`src/rtl/grid_diffusion_euler_solver_macros.svh`:
```
// Assertion macros shared by the solver's RTL.
`ifndef GRID_DIFFUSION_EULER_SOLVER_MACROS_SVH
`define GRID_DIFFUSION_EULER_SOLVER_MACROS_SVH

`ifndef SYNTHESIS

// The property must hold at every clock edge outside reset.
`define GDES_ASSERT_IMPL(lbl, clk, rst_n, prop) \
  lbl: assert property (@(posedge clk) disable iff (!rst_n) prop) \
    else $error("%m: property failed");

// The expression must never be true at a clock edge outside reset.
`define GDES_ASSERT_NEVER(lbl, clk, rst_n, expr) \
  lbl: assert property (@(posedge clk) disable iff (!rst_n) !(expr)) \
    else $error("%m: forbidden condition seen");

`else

`define GDES_ASSERT_IMPL(lbl, clk, rst_n, prop)
`define GDES_ASSERT_NEVER(lbl, clk, rst_n, expr)

`endif

`endif

```
`src/rtl/gdes_pkg.sv`:
```
package gdes_pkg;

  // Command codes carried in the func field.
  localparam logic [1:0] FUNC_WRITE = 2'd0;
  localparam logic [1:0] FUNC_RUN   = 2'd1;
  localparam logic [1:0] FUNC_READ  = 2'd2;

  // Configuration register indexes.
  localparam logic [2:0] CFG_COEF_X    = 3'd0;
  localparam logic [2:0] CFG_COEF_Y    = 3'd1;
  localparam logic [2:0] CFG_TIME_STEP = 3'd2;
  localparam logic [2:0] CFG_THRESHOLD = 3'd3;
  localparam logic [2:0] CFG_OFFSET    = 3'd4;
  localparam logic [2:0] CFG_MAX_ITER  = 3'd5;

  // Cycles spent after the last grid read of a sweep until every write
  // and the convergence flag have settled; the controller counts to this.
  localparam logic [2:0] DRAIN_LAST = 3'd6;

  typedef enum logic [6:0] {
    ST_CLEAR = 7'b0000001,
    ST_IDLE  = 7'b0000010,
    ST_READ  = 7'b0000100,
    ST_SWEEP = 7'b0001000,
    ST_DRAIN = 7'b0010000,
    ST_CLAMP = 7'b0100000,
    ST_DONE  = 7'b1000000
  } state_e;

  // Tag that travels with the cell at the centre of the stencil.
  typedef struct packed {
    logic valid;
    logic c_first;
    logic c_last;
    logic r_first;
    logic r_last;
  } sweep_tag_t;

  typedef struct packed {
    logic       clear;
    logic       host_wr;
    logic       host_rd;
    logic       sweep_init;
    logic       clamp_rd;
    sweep_tag_t tag;
  } cmd_t;

  typedef struct packed {
    logic       load;
    logic       is_read;
    logic       is_run;
    logic [9:0] sweep_count;
    logic       converged;
  } res_t;

endpackage

```
`src/rtl/gdes_ctrl.sv`:
```
module gdes_ctrl #(
  parameter int GRID_COLS = 64,
  parameter int GRID_ROWS = 64
) (
  input  logic                                       clk_i,
  input  logic                                       rst_ni,
  input  logic                                       accept_i,
  input  logic [1:0]                                 func_i,
  input  logic [9:0]                                 max_iter_i,
  input  logic                                       ok_i,
  output gdes_pkg::cmd_t                             cmd_o,
  output gdes_pkg::res_t                             res_o,
  output logic [$clog2(GRID_COLS*GRID_ROWS)-1:0]     ctl_addr_o,
  output logic [$clog2(GRID_COLS*GRID_ROWS)-1:0]     center_addr_o,
  output logic                                       idle_o
);

  localparam int N   = GRID_COLS * GRID_ROWS;
  localparam int AW  = $clog2(N);
  localparam int CW  = $clog2(N + GRID_COLS);
  localparam int KCW = $clog2(GRID_COLS);
  localparam int KRW = $clog2(GRID_ROWS);

  gdes_pkg::state_e state_q, state_d;
  logic [CW-1:0]  cnt_q, cnt_d;
  logic [AW-1:0]  kcnt_q, kcnt_d;
  logic [KCW-1:0] kcol_q, kcol_d;
  logic [KRW-1:0] krow_q, krow_d;
  logic [2:0]     drain_q, drain_d;
  logic [9:0]     iter_q, iter_d;
  logic [9:0]     sweep_count_q, sweep_count_d;
  logic           conv_q, conv_d;
  logic           cv;
  logic [9:0]     iter_inc;

  assign cv       = cnt_q >= CW'(GRID_COLS);
  assign iter_inc = iter_q + 10'd1;

  assign ctl_addr_o    = cnt_q[AW-1:0];
  assign center_addr_o = kcnt_q;
  assign idle_o        = state_q == gdes_pkg::ST_IDLE;

  always_comb begin
    state_d       = state_q;
    cnt_d         = cnt_q;
    kcnt_d        = kcnt_q;
    kcol_d        = kcol_q;
    krow_d        = krow_q;
    drain_d       = drain_q;
    iter_d        = iter_q;
    sweep_count_d = sweep_count_q;
    conv_d        = conv_q;
    cmd_o         = '0;
    res_o         = '0;
    res_o.sweep_count = sweep_count_q;
    res_o.converged   = conv_q;

    unique case (state_q)
      gdes_pkg::ST_CLEAR: begin
        cmd_o.clear = 1'b1;
        cnt_d = cnt_q + CW'(1);
        if (cnt_q == CW'(N - 1)) begin
          cnt_d   = '0;
          state_d = gdes_pkg::ST_IDLE;
        end
      end
      gdes_pkg::ST_IDLE: begin
        if (accept_i) begin
          unique case (func_i)
            gdes_pkg::FUNC_WRITE: begin
              cmd_o.host_wr = 1'b1;
              res_o.load    = 1'b1;
            end
            gdes_pkg::FUNC_READ: begin
              cmd_o.host_rd = 1'b1;
              state_d       = gdes_pkg::ST_READ;
            end
            gdes_pkg::FUNC_RUN: begin
              iter_d = '0;
              cnt_d  = '0;
              kcnt_d = '0;
              kcol_d = '0;
              krow_d = '0;
              if (max_iter_i == 10'd0) begin
                sweep_count_d = '0;
                conv_d        = 1'b0;
                state_d       = gdes_pkg::ST_CLAMP;
              end else begin
                cmd_o.sweep_init = 1'b1;
                state_d          = gdes_pkg::ST_SWEEP;
              end
            end
            default: begin
              res_o.load = 1'b1;
            end
          endcase
        end
      end
      gdes_pkg::ST_READ: begin
        res_o.load    = 1'b1;
        res_o.is_read = 1'b1;
        state_d       = gdes_pkg::ST_IDLE;
      end
      gdes_pkg::ST_SWEEP: begin
        cmd_o.tag.valid   = cv;
        cmd_o.tag.c_first = kcol_q == '0;
        cmd_o.tag.c_last  = kcol_q == KCW'(GRID_COLS - 1);
        cmd_o.tag.r_first = krow_q == '0;
        cmd_o.tag.r_last  = krow_q == KRW'(GRID_ROWS - 1);
        cnt_d = cnt_q + CW'(1);
        if (cv) begin
          kcnt_d = kcnt_q + AW'(1);
          if (kcol_q == KCW'(GRID_COLS - 1)) begin
            kcol_d = '0;
            krow_d = krow_q + KRW'(1);
          end else begin
            kcol_d = kcol_q + KCW'(1);
          end
        end
        if (cnt_q == CW'(N + GRID_COLS - 1)) begin
          drain_d = '0;
          state_d = gdes_pkg::ST_DRAIN;
        end
      end
      gdes_pkg::ST_DRAIN: begin
        drain_d = drain_q + 3'd1;
        if (drain_q == gdes_pkg::DRAIN_LAST) begin
          iter_d = iter_inc;
          cnt_d  = '0;
          kcnt_d = '0;
          kcol_d = '0;
          krow_d = '0;
          if (ok_i || (iter_inc == max_iter_i)) begin
            sweep_count_d = iter_inc;
            conv_d        = ok_i;
            state_d       = gdes_pkg::ST_CLAMP;
          end else begin
            cmd_o.sweep_init = 1'b1;
            state_d          = gdes_pkg::ST_SWEEP;
          end
        end
      end
      gdes_pkg::ST_CLAMP: begin
        cmd_o.clamp_rd = 1'b1;
        cnt_d = cnt_q + CW'(1);
        if (cnt_q == CW'(N - 1)) begin
          cnt_d   = '0;
          state_d = gdes_pkg::ST_DONE;
        end
      end
      gdes_pkg::ST_DONE: begin
        res_o.load   = 1'b1;
        res_o.is_run = 1'b1;
        state_d      = gdes_pkg::ST_IDLE;
      end
      default: begin
        state_d = gdes_pkg::ST_IDLE;
      end
    endcase
  end

  always_ff @(posedge clk_i or negedge rst_ni) begin
    if (!rst_ni) begin
      state_q       <= gdes_pkg::ST_CLEAR;
      cnt_q         <= '0;
      kcnt_q        <= '0;
      kcol_q        <= '0;
      krow_q        <= '0;
      drain_q       <= '0;
      iter_q        <= '0;
      sweep_count_q <= '0;
      conv_q        <= 1'b0;
    end else begin
      state_q       <= state_d;
      cnt_q         <= cnt_d;
      kcnt_q        <= kcnt_d;
      kcol_q        <= kcol_d;
      krow_q        <= krow_d;
      drain_q       <= drain_d;
      iter_q        <= iter_d;
      sweep_count_q <= sweep_count_d;
      conv_q        <= conv_d;
    end
  end

endmodule

```
`config.mk`:
```
export PLATFORM = sky130hd
export DESIGN_NAME = gdes_ctrl
export DESIGN_NICKNAME = d
export VERILOG_FILES = /design/src/rtl/grid_diffusion_euler_solver_macros.svh /design/src/rtl/gdes_pkg.sv /design/src/rtl/gdes_ctrl.sv
export SDC_FILE = /design/constraint.sdc
export NUM_CORES = 1
export LEC_CHECK = 0
export ABC_AREA = 1
export BUFFER_PORTS_ARGS = -buffer_cell sky130_fd_sc_hd__buf_2
export CAP_MARGIN = 25
export CORE_UTILIZATION = 55
export DETAILED_ROUTE_END_ITERATION = 6
export PLACE_DENSITY = 0.75
export REMOVE_ABC_BUFFERS = 1
export SYNTH_ARGS = -nofsm -noshare
export SYNTH_HDL_FRONTEND = slang
export SYNTH_SLANG_ARGS = --single-unit
```
`constraint.sdc`:
```
create_clock -name clk_i -period 2.3 [get_ports clk_i]
set_input_delay 0.345 -clock clk_i [delete_from_list [all_inputs] [get_ports clk_i]]
set_output_delay 0.345 -clock clk_i [all_outputs]
set_load 0.005 [all_outputs]
```
==> impl_summary.txt <==
----------------------------------------------------
[Global route]
  Total global routing overflow ... 0
  Largest net degree at the start of global routing ... 31
  Initial antenna violation count ... 0
  Number of global-route vias before repair ... between 4,000 and 5,000
  Met2 Usage GRT ... around 51%
  Met1 Usage GRT ... 33.4%
  GRT busiest layer ... met2
  Wire length of the first global-routing pass ... 18.8 mm
  Routing usage on met3 ... 5.47%
  Gr usage total ... between 20% and 30%

[Logic synthesis]
  Area fraction in and, or, nand and nor cells after synthesis ... ~34%
  Sequential area share after synthesis ... 38.3%
  Most common cell in the synthesized netlist ... nand2_1
  Largest family of logic cells by synthesized area ... simple AND/OR/NAND/NOR gates
  Most used flip-flop cell after synthesis ... dfrtp_1
  Post-synth EDFFs ... 0
  Area contributors post-synth ... dfrtp_1 38%, nand2_1 13%, nand3_1 7.2%
  Cells after synthesis ... approximately 600
  Combined area of all synthesized cells ... around 4400 µm²
  Share of synthesized flip-flops with an asynchronous set or reset ... 100%
  Proportion of netlist area held by the largest area contributor ... 37.8%
  Most used standard cells in the synthesized netlist ... 151 x nand2_1, 67 x dfrtp_1, 67 x inv_1
  Post-synthesis share of cell area spent on xor and xnor gates ... 3.35%
  Flop and latch count out of synthesis ... 68
  Synth cell types ... 42
  Synth Area in Compound Gates ... between 10% and 20%
  Fraction of the mapped netlist area in adder cells ... approximately 3.7%
  Share of synthesized area spent on multiplexers ... 0%
  Yosys warning total ... 0
  Yosys top cell by area ... dfrtp_1
  Syn avg cell area ... 7.41 µm²

[Floorplanning]
  Width of the die ... 91.9 µm
  Count of standard-cell rows ... 32
  Total die area ... between 8000 and 9000 µm²
  Starting density of the core ... 57.2%
  I/O pin count ... 65
  Core area ... 7770 µm²
  Chip height ... between 90 and 100 µm

[Detailed routing]
  Final ANT Viol Nets ... 0
  Number of optimization iterations in the first detailed-route pass ... 5
  Detail-routed via count per cell ... 5.48
  Post-route DRC violation count ... 0
  Detailed-route wire length per cell ... roughly 15 µm
  Total wirelength of the detailed-routed design ... roughly 11 mm
  First DRT Iteration DRCs ... ~230
  Total via count after detailed routing ... roughly 4,300

[Clock network]
  CTS Buffer Depth ... 2
  Root cell of the clock tree ... clkbuf_8
  Number of buffers inserted during clock tree synthesis ... 9
  Clock sink count ... 68
  CTS HTree Levels ... 3
  TritonCTS clock tree ... yes
  Clock-pin transition on the worst setup and hold timing paths ... approximately 0.07 ns
  Latest clock arrival within the worst-skew pair ... 0.34 ns

[STA]
  Setup repair after global routing missed its margin ... yes
  Setup TNS ... -0.0836 ns
  Final Hold Viols ... 0
  WHS ... ~0.29 ns
  Final setup margin ... -0.0836 ns
  Number of setup violations in the final report ... 1
  Measured slew at the worst slew-check pin ... just under 0.5 ns
  Highest achievable clock rate ... around 420 MHz
  Final setup skew ... 0.00908 ns
  Final Max Slew Viols ... 0
  Share of the clock period used by the worst path after layout ... 104%
  Tmin final ... approximately 2.4 ns
  Worst slew margin relative to its limit ... roughly two thirds

[Power and ir drop]
  Power per Cell Area ... 740 nW/µm²
  Power, Total ... about 4 mW
  Worst voltage drop across the vdd grid ... around 0.00044 V
  Leakage ... approximately 2.6 nW

[Final layout]
  Ant diodes ... 0
  Nets@finish ... 710
  Layout-stage area growth over the synthesis result ... 19.2%
  Fill cell count ... between 600 and 700
  Ratio of cells with drive above 1 in the final layout ... 25.1%
  Post-layout instance area ... 5290 µm²

[Status]
  Failing checks ... negative setup slack
  Outcome ... finished with violations

[Worst setup path]
  Critical register-to-register path endpoint ... state_q[5]
  Critical Path, Cell by Cell ... ha_2 > nand2_4 > inv_4 > nand4_1 > nand2_1 > nand2_1 > nand2_1 > nor2_1 > nand3_1 > nand3_2 > o22ai_4 > buf_2
  CP bufs+invs ... 2
  Data arrival time at the worst-slack endpoint ... between 2 and 2.5 ns
  Endpoint type of the worst setup path ... output port
  Kind of start point of the critical path ... flip-flop
  Largest delay contributor family on the critical path ... simple AND/OR/NAND/NOR gates
  Highest net fanout along the worst path ... 5
  Dominant cell type by count on the critical path ... nand2_1
  Reg2Reg Launch Point ... iter_q[0]
  Worst path max stage delay ... between 0.4 and 0.5 ns
  Data required time at the worst endpoint ... slightly below 2 ns
  Crit Path Category ... flip-flop to output port
  Depth of the worst register-to-register path ... 19
  R2R setup slack ... approximately 0.040 ns
  Highest-delay cell along the critical path ... dfrtp_1

[Place]
  IO Port Bufs ... between 60 and 70
  Cell area reported after detailed placement ... slightly below 5000 µm²
  Detail Placement HPWL ... between 8 and 9 mm
  Weighted congestion at the end of routability-driven global placement ... 0.974
  Pre-CTS setup slack ... roughly 0.07 ns

[Flow run]
  Max cap viols ... 0

[Min path]
  Hold WC Path Type ... input port to flip-flop
  Hold Path Origin ... ok_i
  Cell count of the worst hold path ... 3
  End of the worst hold path ... conv_q

----------------------------------------------------
sequential cells by signal (all words and copies together) (netlist names):
| signal | flops |
|---|---|
| cnt_q | 13 |
| center_addr_o | 12 |
| iter_q | 10 |
| sweep_count_q | 10 |
| state_q | 7 |
| kcol_q | 6 |
| krow_q | 6 |
| drain_q | 3 |
| conv_q | 1 |
cell type report:
cell class	instances	area, µm²	area share [%]
inverter	77	297	5.60
timing repair buffer	98	594	11.2
tap	102	128	2.41
clock inverter	5	36.3	0.686
sequential	68	1700	32.2
clock buffer	11	141	2.67
multi-input combinational	427	2390	45.2
power breakdown:
part           switching [mW]  leakage, nW  total, mW  internal [mW]
sequential             0.0787        0.940       1.34           1.27
clock                   0.474       0.0820      0.896          0.423
combinational            1.17         1.61       1.68          0.507
layout by cell type, fill, tap and decap left out, types with 9 or more instances in the layout:
master / Yosys / final
nand2_1: 151 / 143
clkbuf_8: 0 / 10
dfrtp_1: 67 / 67
xor2_1: 16 / 16
nor2_1: 53 / 51
inv_1: 67 / 65
ha_1: 13 / 12
inv_2: 9 / 9
nor3_1: 12 / 10
nand4_1: 13 / 13
buf_4: 16 / 31
nand3_1: 64 / 59
buf_2: 2 / 64
o21ai_0: 22 / 21
a21oi_1: 15 / 14
worst register-to-register path, delay by kind of cell, from the launching register on:
family | cells | cell delay (ns)
AO/OA/AOI/OAI | 1 | 0.16
buffers and inverters | 7 | 0.86
AND/OR/NAND/NOR | 11 | 0.79
flip-flops | 1 | 0.40
kinds of logic (layout without fill, tap and decap cells):
group,after synthesis,count (layout)
buf+inv,104,191
compound gates,71,71
simple gates,326,326
flops,68,68
xor+xnor,17,17
fa+ha+maj,13,13
layer usage:
| layer | vias up | routed length, µm |
|---|---|---|
| met2 | 152 | 5870 |
| met5 | - | 0 |
| li1 | 2120 | - |
| met1 | 2020 | 4670 |
| met4 | 0 | 294 |
| met3 | 30 | 588 |
through the flow:
| step | std cells | util [%] |
|---|---|---|
| 6_report | 788 | 68.1 |
| 5_1_grt | 788 | 68.1 |
| 4_1_cts | 786 | 67.1 |
| 3_5_place_dp | 755 | 62.2 |
| 3_3_place_gp | 755 | 62.2 |
| 2_1_floorplan | 572 | - |
how the worst max path moves through the flow:
stage                          start          endpoint  slack (ns)  cells past startpoint
final                      iter_q[1]          cmd_o[6]       -0.08                     12
after global routing       iter_q[0]          cmd_o[6]       -0.20                     13
after CTS                  iter_q[1]          cmd_o[6]       -0.07                     13
after detailed placement   iter_q[0]  sweep_count_q[2]        0.07                     14
after global placement     iter_q[0]          cmd_o[6]        0.15                     13
after floorplan           state_q[5]          cnt_q[8]       -0.38                     11
what timing repair did:
item                                    in CTS  in global routing
hold buffers                                 1                  0
pin swaps                                   16                 13
setup buffers                               14                  2
endpoints found under the setup margin       1                 29
resized for setup                           24                 15
endpoints found under the hold margin       18                  0
(Power assumes the default switching activity.)
